<file path="src/hdl/stm_pkg.sv">
// stm_pkg: shared types and default sizes for the sparse triplet merge adder
// used by sparse_triplet_merge_add, stm_checker and the test; depends on nothing

package stm_pkg;

    // default sizes, handed to the top level parameters
    localparam int LIST_DEPTH_DEF = 32;
    localparam int COORD_BITS_DEF = 10;
    localparam int VALUE_BITS_DEF = 16;

    // input command codes, code three is unused and ignored
    typedef enum logic [1:0] {
        CMD_LOAD_A = 2'd0,
        CMD_LOAD_B = 2'd1,
        CMD_MERGE  = 2'd2
    } t_cmd;

    // merge sequencer states
    typedef enum logic [1:0] {
        ST_IDLE,
        ST_READ,
        ST_CMP,
        ST_FIN
    } t_state;

endpackage

</file>
<file path="src/hdl/stm_ram.sv">
// stm_ram: generic single write port, single read port ram with registered read
// no dependencies

module stm_ram #(
    parameter int WIDTH = 36,
    parameter int DEPTH = 32
) (
    input  logic                                    i_clk,
    input  logic                                    i_we,
    input  logic [(DEPTH > 1 ? $clog2(DEPTH) : 1)-1:0] i_waddr,
    input  logic [WIDTH-1:0]                        i_wdata,
    input  logic [(DEPTH > 1 ? $clog2(DEPTH) : 1)-1:0] i_raddr,
    output logic [WIDTH-1:0]                        o_rdata
);

    logic [WIDTH-1:0] r_mem [DEPTH];
    logic [WIDTH-1:0] r_rdata;

    // write port and registered read port
    always_ff @(posedge i_clk) begin
        if (i_we) begin
            r_mem[i_waddr] <= i_wdata;
        end
        r_rdata <= r_mem[i_raddr];
    end

    assign o_rdata = r_rdata;

endmodule

</file>
<file path="src/hdl/sparse_triplet_merge_add.sv">
// Sparse triplet merge adder. Load words (command 0 or 1) append a (row, col, value)
// triplet to list A or list B and are taken one per cycle while the block is idle;
// a load into a full list is dropped and sets a sticky overflow flag, cleared only by
// reset. A merge word (command 2) walks both lists in row-major coordinate order with
// one shared compare-and-add unit: each step reads one entry of each list from its
// ram (registered read) in ST_READ and compares or adds them in ST_CMP; a step
// can wait while the output is stalled, and the input stays busy until the final
// word of the merge is issued.
// Matching coordinates are summed and dropped when the sum is zero. One result is
// held back so the final word can carry is_last; a sum with no entries gives one word
// with is_empty and is_last set. Both lists are empty after the merge. Input ready is
// high only while idle; command 3 is accepted and ignored.
// depends on stm_pkg and stm_ram

module sparse_triplet_merge_add #(
    parameter int LIST_DEPTH = stm_pkg::LIST_DEPTH_DEF,
    parameter int COORD_BITS = stm_pkg::COORD_BITS_DEF,
    parameter int VALUE_BITS = stm_pkg::VALUE_BITS_DEF
) (
    input  logic                         i_clk,
    input  logic                         i_rst_n,
    // input channel
    input  logic                         i_in_valid,
    output logic                         o_in_ready,
    input  logic [1:0]                   i_command,
    input  logic [COORD_BITS-1:0]        i_row_index,
    input  logic [COORD_BITS-1:0]        i_col_index,
    input  logic signed [VALUE_BITS-1:0] i_entry_value,
    // output channel
    output logic                         o_out_valid,
    input  logic                         i_out_ready,
    output logic [COORD_BITS-1:0]        o_out_row,
    output logic [COORD_BITS-1:0]        o_out_col,
    output logic signed [VALUE_BITS:0]   o_out_value,
    output logic                         o_is_last,
    output logic                         o_is_empty,
    output logic                         o_overflowed
);

    localparam int AW = (LIST_DEPTH > 1) ? $clog2(LIST_DEPTH) : 1;
    localparam int CW = $clog2(LIST_DEPTH + 1);
    localparam int KW = 2 * COORD_BITS;
    localparam int EW = KW + VALUE_BITS;
    localparam int OW = VALUE_BITS + 1;

    stm_pkg::t_state r_state, n_state;

    logic [CW-1:0]         r_cnt_a, n_cnt_a, r_cnt_b, n_cnt_b;
    logic [CW-1:0]         r_ia, n_ia, r_ib, n_ib;
    logic                  r_ovf, n_ovf;
    logic                  r_pend_valid, n_pend_valid;
    logic [COORD_BITS-1:0] r_pend_row, n_pend_row, r_pend_col, n_pend_col;
    logic [OW-1:0]         r_pend_val, n_pend_val;
    logic                  r_out_valid, n_out_valid;
    logic [COORD_BITS-1:0] r_out_row, n_out_row, r_out_col, n_out_col;
    logic [OW-1:0]         r_out_val, n_out_val;
    logic                  r_out_last, n_out_last;
    logic                  r_out_empty, n_out_empty;
    logic                  r_out_ovf, n_out_ovf;

    logic          in_acc, we_a, we_b, full_a, full_b;
    logic [EW-1:0] wdata, rd_a, rd_b;
    logic          a_ok, b_ok, key_eq, key_lt, take_a, take_b, both, cand_emit, out_free;
    logic [KW-1:0] key_a, key_b;
    logic [OW-1:0] ext_a, ext_b, sum_ab, cand_val;
    logic [COORD_BITS-1:0] cand_row, cand_col;

    // load decode
    assign in_acc = i_in_valid && o_in_ready;
    assign full_a = (r_cnt_a >= CW'(LIST_DEPTH));
    assign full_b = (r_cnt_b >= CW'(LIST_DEPTH));
    assign we_a   = in_acc && (i_command == stm_pkg::CMD_LOAD_A) && !full_a;
    assign we_b   = in_acc && (i_command == stm_pkg::CMD_LOAD_B) && !full_b;
    assign wdata  = {i_row_index, i_col_index, i_entry_value};

    // list storage, read address follows the merge indexes
    stm_ram #(.WIDTH(EW), .DEPTH(LIST_DEPTH)) u_ram_a (
        .i_clk   (i_clk),
        .i_we    (we_a),
        .i_waddr (r_cnt_a[AW-1:0]),
        .i_wdata (wdata),
        .i_raddr (r_ia[AW-1:0]),
        .o_rdata (rd_a)
    );

    stm_ram #(.WIDTH(EW), .DEPTH(LIST_DEPTH)) u_ram_b (
        .i_clk   (i_clk),
        .i_we    (we_b),
        .i_waddr (r_cnt_b[AW-1:0]),
        .i_wdata (wdata),
        .i_raddr (r_ib[AW-1:0]),
        .o_rdata (rd_b)
    );

    // shared compare and add unit
    assign a_ok   = (r_ia < r_cnt_a);
    assign b_ok   = (r_ib < r_cnt_b);
    assign key_a  = rd_a[EW-1:VALUE_BITS];
    assign key_b  = rd_b[EW-1:VALUE_BITS];
    assign key_eq = (key_a == key_b);
    assign key_lt = (key_a < key_b);
    assign take_a = a_ok && (!b_ok || key_lt || key_eq);
    assign take_b = b_ok && (!a_ok || !key_lt);
    assign both   = take_a && take_b;
    assign ext_a  = {rd_a[VALUE_BITS-1], rd_a[VALUE_BITS-1:0]};
    assign ext_b  = {rd_b[VALUE_BITS-1], rd_b[VALUE_BITS-1:0]};
    assign sum_ab = ext_a + ext_b;

    always_comb begin
        if (both) begin
            cand_val = sum_ab;
        end else if (take_a) begin
            cand_val = ext_a;
        end else begin
            cand_val = ext_b;
        end
        if (take_a) begin
            cand_row = rd_a[EW-1:EW-COORD_BITS];
            cand_col = rd_a[KW-1+VALUE_BITS-COORD_BITS:VALUE_BITS];
        end else begin
            cand_row = rd_b[EW-1:EW-COORD_BITS];
            cand_col = rd_b[KW-1+VALUE_BITS-COORD_BITS:VALUE_BITS];
        end
    end

    assign cand_emit = !(both && (sum_ab == '0));
    assign out_free  = !r_out_valid || i_out_ready;

    // state and data registers
    always_ff @(posedge i_clk) begin
        if (!i_rst_n) begin
            r_state      <= stm_pkg::ST_IDLE;
            r_cnt_a      <= '0;
            r_cnt_b      <= '0;
            r_ia         <= '0;
            r_ib         <= '0;
            r_ovf        <= 1'b0;
            r_pend_valid <= 1'b0;
            r_out_valid  <= 1'b0;
        end else begin
            r_state      <= n_state;
            r_cnt_a      <= n_cnt_a;
            r_cnt_b      <= n_cnt_b;
            r_ia         <= n_ia;
            r_ib         <= n_ib;
            r_ovf        <= n_ovf;
            r_pend_valid <= n_pend_valid;
            r_out_valid  <= n_out_valid;
        end
        r_pend_row  <= n_pend_row;
        r_pend_col  <= n_pend_col;
        r_pend_val  <= n_pend_val;
        r_out_row   <= n_out_row;
        r_out_col   <= n_out_col;
        r_out_val   <= n_out_val;
        r_out_last  <= n_out_last;
        r_out_empty <= n_out_empty;
        r_out_ovf   <= n_out_ovf;
    end

    // merge sequencer
    always_comb begin
        n_state      = r_state;
        n_cnt_a      = r_cnt_a;
        n_cnt_b      = r_cnt_b;
        n_ia         = r_ia;
        n_ib         = r_ib;
        n_ovf        = r_ovf;
        n_pend_valid = r_pend_valid;
        n_pend_row   = r_pend_row;
        n_pend_col   = r_pend_col;
        n_pend_val   = r_pend_val;
        n_out_valid  = r_out_valid && !i_out_ready;
        n_out_row    = r_out_row;
        n_out_col    = r_out_col;
        n_out_val    = r_out_val;
        n_out_last   = r_out_last;
        n_out_empty  = r_out_empty;
        n_out_ovf    = r_out_ovf;
        o_in_ready   = 1'b0;

        unique case (r_state)
            stm_pkg::ST_IDLE: begin
                o_in_ready = 1'b1;
                if (in_acc) begin
                    if (i_command == stm_pkg::CMD_LOAD_A) begin
                        if (full_a) n_ovf = 1'b1;
                        else        n_cnt_a = r_cnt_a + 1'b1;
                    end else if (i_command == stm_pkg::CMD_LOAD_B) begin
                        if (full_b) n_ovf = 1'b1;
                        else        n_cnt_b = r_cnt_b + 1'b1;
                    end else if (i_command == stm_pkg::CMD_MERGE) begin
                        n_ia         = '0;
                        n_ib         = '0;
                        n_pend_valid = 1'b0;
                        n_state      = stm_pkg::ST_READ;
                    end
                end
            end
            stm_pkg::ST_READ: begin
                // ram read of both heads in flight
                n_state = stm_pkg::ST_CMP;
            end
            stm_pkg::ST_CMP: begin
                if (!a_ok && !b_ok) begin
                    n_state = stm_pkg::ST_FIN;
                end else if (!(cand_emit && r_pend_valid && !out_free)) begin
                    if (cand_emit) begin
                        // push the held word, hold the new one
                        if (r_pend_valid) begin
                            n_out_valid = 1'b1;
                            n_out_row   = r_pend_row;
                            n_out_col   = r_pend_col;
                            n_out_val   = r_pend_val;
                            n_out_last  = 1'b0;
                            n_out_empty = 1'b0;
                            n_out_ovf   = r_ovf;
                        end
                        n_pend_valid = 1'b1;
                        n_pend_row   = cand_row;
                        n_pend_col   = cand_col;
                        n_pend_val   = cand_val;
                    end
                    if (take_a) n_ia = r_ia + 1'b1;
                    if (take_b) n_ib = r_ib + 1'b1;
                    n_state = stm_pkg::ST_READ;
                end
            end
            stm_pkg::ST_FIN: begin
                // final word, or the empty marker
                if (out_free) begin
                    n_out_valid  = 1'b1;
                    n_out_last   = 1'b1;
                    n_out_ovf    = r_ovf;
                    n_out_empty  = !r_pend_valid;
                    n_out_row    = r_pend_valid ? r_pend_row : '0;
                    n_out_col    = r_pend_valid ? r_pend_col : '0;
                    n_out_val    = r_pend_valid ? r_pend_val : '0;
                    n_pend_valid = 1'b0;
                    n_cnt_a      = '0;
                    n_cnt_b      = '0;
                    n_state      = stm_pkg::ST_IDLE;
                end
            end
            default: n_state = stm_pkg::ST_IDLE;
        endcase
    end

    assign o_out_valid  = r_out_valid;
    assign o_out_row    = r_out_row;
    assign o_out_col    = r_out_col;
    assign o_out_value  = r_out_val;
    assign o_is_last    = r_out_last;
    assign o_is_empty   = r_out_empty;
    assign o_overflowed = r_out_ovf;

endmodule

</file>
<file path="config.mk">
export PLATFORM = sky130hd
export DESIGN_NAME = sparse_triplet_merge_add
export DESIGN_NICKNAME = d
export VERILOG_FILES = /design/src/hdl/stm_pkg.sv /design/src/hdl/stm_ram.sv /design/src/hdl/sparse_triplet_merge_add.sv
export SDC_FILE = /design/constraint.sdc
export NUM_CORES = 2
export LEC_CHECK = 0
export ABC_AREA = 1
export BUFFER_PORTS_ARGS = -buffer_cell sky130_fd_sc_hd__buf_2
export CAP_MARGIN = 5
export CORE_ASPECT_RATIO = 1.75
export CORE_MARGIN = 2
export CORE_UTILIZATION = 38
export CTS_CLUSTER_SIZE = 20
export DETAILED_ROUTE_END_ITERATION = 8
export PLACE_DENSITY = 0.54
export SYNTH_ARGS = -nofsm -noshare
export SYNTH_HDL_FRONTEND = slang
export SYNTH_SLANG_ARGS = --single-unit
</file>
<file path="constraint.sdc">
create_clock -name i_clk -period 14.2 [get_ports i_clk]
set_clock_uncertainty 0.05 [all_clocks]
set_input_delay 2.84 -clock i_clk [delete_from_list [all_inputs] [get_ports i_clk]]
set_output_delay 2.84 -clock i_clk [all_outputs]
set_load 0.1 [all_outputs]
</file>
==> run metrics <==
DRT Pass-1 Iters=6; crit-path cells=buf_2, inv_1, nor4_1, buf_4, nand2_1, nor2_4; top-area cell type share of the netlist area=73.52%; GRT Util Overall=22.77%; post-synth design cell area=0.09725 mm2; Routed WL per cell=28.00 um; Pint=12.89 mW; hold_buf cts=0; CTS tree=built; Final Max Slew Viols=0; YS warnings=0; Num CTS Buffers=222; Buf/Inv on CP=3; Initial DRC Count=6587; outcome=finished clean; Top-Level Pins=84; EDFF count, synth=2381; number of global-route vias before repair=59867; DRC=0; largest net degree at the start of global routing=191; first-pass GRT wire length=431100 um; post-synthesis register bit count=2482; hold depth=0; Seq/Total Area, Yosys=75.60%; Syn Area/Cell=13.16 um2; Final ANT Viol Nets=0; core area=0.2544 mm2; DP Worst Slack=7.887 ns; top cells by area, synth=edfxtp_1 (74%), o21ai_0 (6.4%), nor2_1 (5.1%); clk sinks=2482; CP Max Fanout=36; vias=61361; DP HPWL=181900 um; Slew headroom=4.154%; Fin. Hold Viols=0; FF-to-FF Start=r_ib[1]$_SDFFE_PN0P_; R2R setup slack=9.08 ns; P_sw=6.665 mW; share of cells above drive strength 1=8.972%; Core Rows=245; Max stage delay cell, worst path=nor2_4; cell count along the critical path=6; ys flop type=edfxtp_1; Nets=7437; CP top delay family=simple AND/OR/NAND/NOR gates; Synth Instances=7388; R2R depth=11; setup TNS=0 ns; Worst R2R End=u_ram_b.o_rdata[25]$_DFF_P_; worst hold margin=0.3922 ns; CTS max path bufs=4; Distinct cells, synth=48; Synth async-reset ratio=0%; Routed WL=304000 um; antenna violations before repair=17; class of the worst hold path=reg -> reg; clk slew on worst S/H paths=0.07 ns; worst hold start=r_ovf$_SDFFE_PN0P_; Sw Ratio=34.07%; critical path arrival=6.08 ns; Tmin final=5.669 ns; GRT overflow=0; commonest non-fill, non-tap cell in the layout=edfxtp_1; Slew @ Worst Pin=1.431 ns; Clk pwr share=31.5%; ratio of total power to cell area=179.5 mW/mm2; setup bufs post-CTS=0; width of the die=386.4 um; Layout area overhead=12.07%; syn_nets=7490; Clk Tree Root Cell=clkbuf_16; required time of the critical path=14.61 ns; static leakage=34.93 nW; PortBufs=83; worst skew pair latency=0.91 ns; Setup violations, final=0; Comb pwr share=25.4%; WS Path Type=in -> reg; # H-tree levels=4; Gates resized, CTS repair=0; f_max=0.1764 GHz; most frequent cells in the layout=edfxtp_1 (2381), nor2_1 (1264), o21ai_0 (1236); die height=673.2 um; final period utilization=39.92%; placer congestion estimate=0.9328; Via density=5.653; hold endpoint=o_overflowed$_DFFE_PP_; Reg power frac=43.1%; Critical Path End Type=flop; max capacitance violation total=0; Starting Density=38.22%; CP max stage delay=1.15 ns; worst setup margin=8.531 ns; post-synth top area cell=edfxtp_1; CP startpoint kind=input port; Max IR drop VDD=0.1220 mV; die area=0.2601 mm2; RSZ-0062 raised after global routing=false
==> worst max-delay path by stage <==
stage,startpoint,to,slack (ns)
floorplan,i_out_ready,o_is_empty$_SDFFCE_PN0P_,6.65
global placement,i_command[0],u_ram_b.r_mem[29][25]$_DFFE_PP_,7.84
detailed placement,i_command[0],u_ram_b.r_mem[29][20]$_DFFE_PP_,7.89
CTS,i_command[0],u_ram_b.r_mem[28][17]$_DFFE_PP_,8.79
global route,i_command[0],u_ram_b.r_mem[29][20]$_DFFE_PP_,8.63
finish,i_command[0],u_ram_b.r_mem[29][20]$_DFFE_PP_,8.53
==> cell families (layout without fill, tap and decap cells) <==
logic type / count (synthesis) / in the layout / synth area share (%)
xor gates and xnor gates: 8 / 8 / 0.07205
DFF: 2482 / 2482 / 75.60
buffers and inverters: 706 / 830 / 2.769
other: 0 / 9 / 0
and+or+nand+nor: 2136 / 2136 / 8.950
AOI/OAI and AO/OA: 1996 / 1996 / 11.83
adders and majority gates: 60 / 60 / 0.7797
==> cell type report <==
| cell class | instances | area (um2) |
|---|---|---|
| inverters | 217 | 855.8 |
| multi-input cells | 4200 | 21550 |
| flip-flops and latches | 2482 | 73540 |
| well taps | 3334 | 4172 |
| clock inverters | 129 | 1319 |
| fillers | 23162 | 145500 |
| repair buffers | 212 | 1562 |
| clock buffers | 272 | 5959 |
| diodes | 9 | 22.52 |
==> registers in the layout, summed over array words and instances, names as in the netlist, 10 cells and up <==
register	cells
u_ram_a.r_mem	1152
u_ram_b.o_rdata	36
r_pend_val	17
r_pend_row	10
r_pend_col	10
u_ram_b.r_mem	1152
o_out_col	10
o_out_value	17
u_ram_a.o_rdata	36
o_out_row	10
==> metal layers <==
layer | up-vias | global-route usage [%] | wire length [um]
li1 | 27405 | - | -
met5 | - | 0 | 24
met2 | 2196 | 38.80 | 149700
met4 | 4 | 14.69 | 22370
met3 | 525 | 2.608 | 16910
met1 | 31231 | 27.48 | 115000
==> cell usage after synthesis, types with 3 or more instances <==
| cell | number |
|---|---|
| a21oi_1 | 73 |
| clkbuf_1 | 430 |
| inv_1 | 200 |
| nor2_1 | 1331 |
| o21ai_0 | 1236 |
| xor2_1 | 6 |
| nor3_1 | 8 |
| nand3_1 | 193 |
| nand2_1 | 469 |
| a211oi_1 | 3 |
| o21ai_1 | 7 |
| a31oi_1 | 16 |
| nand2_2 | 12 |
| buf_1 | 34 |
| clkinv_1 | 5 |
| nand3_2 | 5 |
| nand3b_1 | 8 |
| o22ai_1 | 362 |
| nand4_1 | 89 |
| dfxtp_1 | 101 |
| nor2_2 | 5 |
| edfxtp_1 | 2381 |
| buf_2 | 24 |
| ha_1 | 59 |
| a21oi_2 | 4 |
| o211ai_1 | 75 |
| inv_2 | 11 |
| o221ai_1 | 214 |
==> power by group through the flow <==
stage / logic (mW) / registers [mW] / clock network, mW
CTS: 4.98 / 8.43 / 6.26
global route: 5.38 / 8.44 / 6.51
finish: 4.97 / 8.43 / 6.15
floorplan: 2.94 / 8.51 / 0
global placement: 4.90 / 8.59 / 0
detailed placement: 4.97 / 8.59 / 0
==> worst register-to-register path, stage by stage, from the launching register on <==
cell and delay, ns:
dfxtp_4 0.65, buf_12 0.46, inv_8 0.68, buf_4 0.89, buf_4 0.75, buf_4 0.70
o21ai_0 0.22, o22ai_1 0.17, nand2_1 0.10, nand3_1 0.17, o21ai_0 0.10, inv_1 0.07
==> through the flow <==
step                      std cells  power [mW]  area (um2)  util, %
after floorplan                7388       11.45       97250        -
after global placement        10445       13.50      101700    39.96
after detailed placement      10445       13.56      101700    39.96
after CTS                     10846       19.67      109000    42.82
after global routing          10847       20.33      109000    42.83
final                         10855       19.56      109000    42.83
Power figures use the tool's default switching activity.
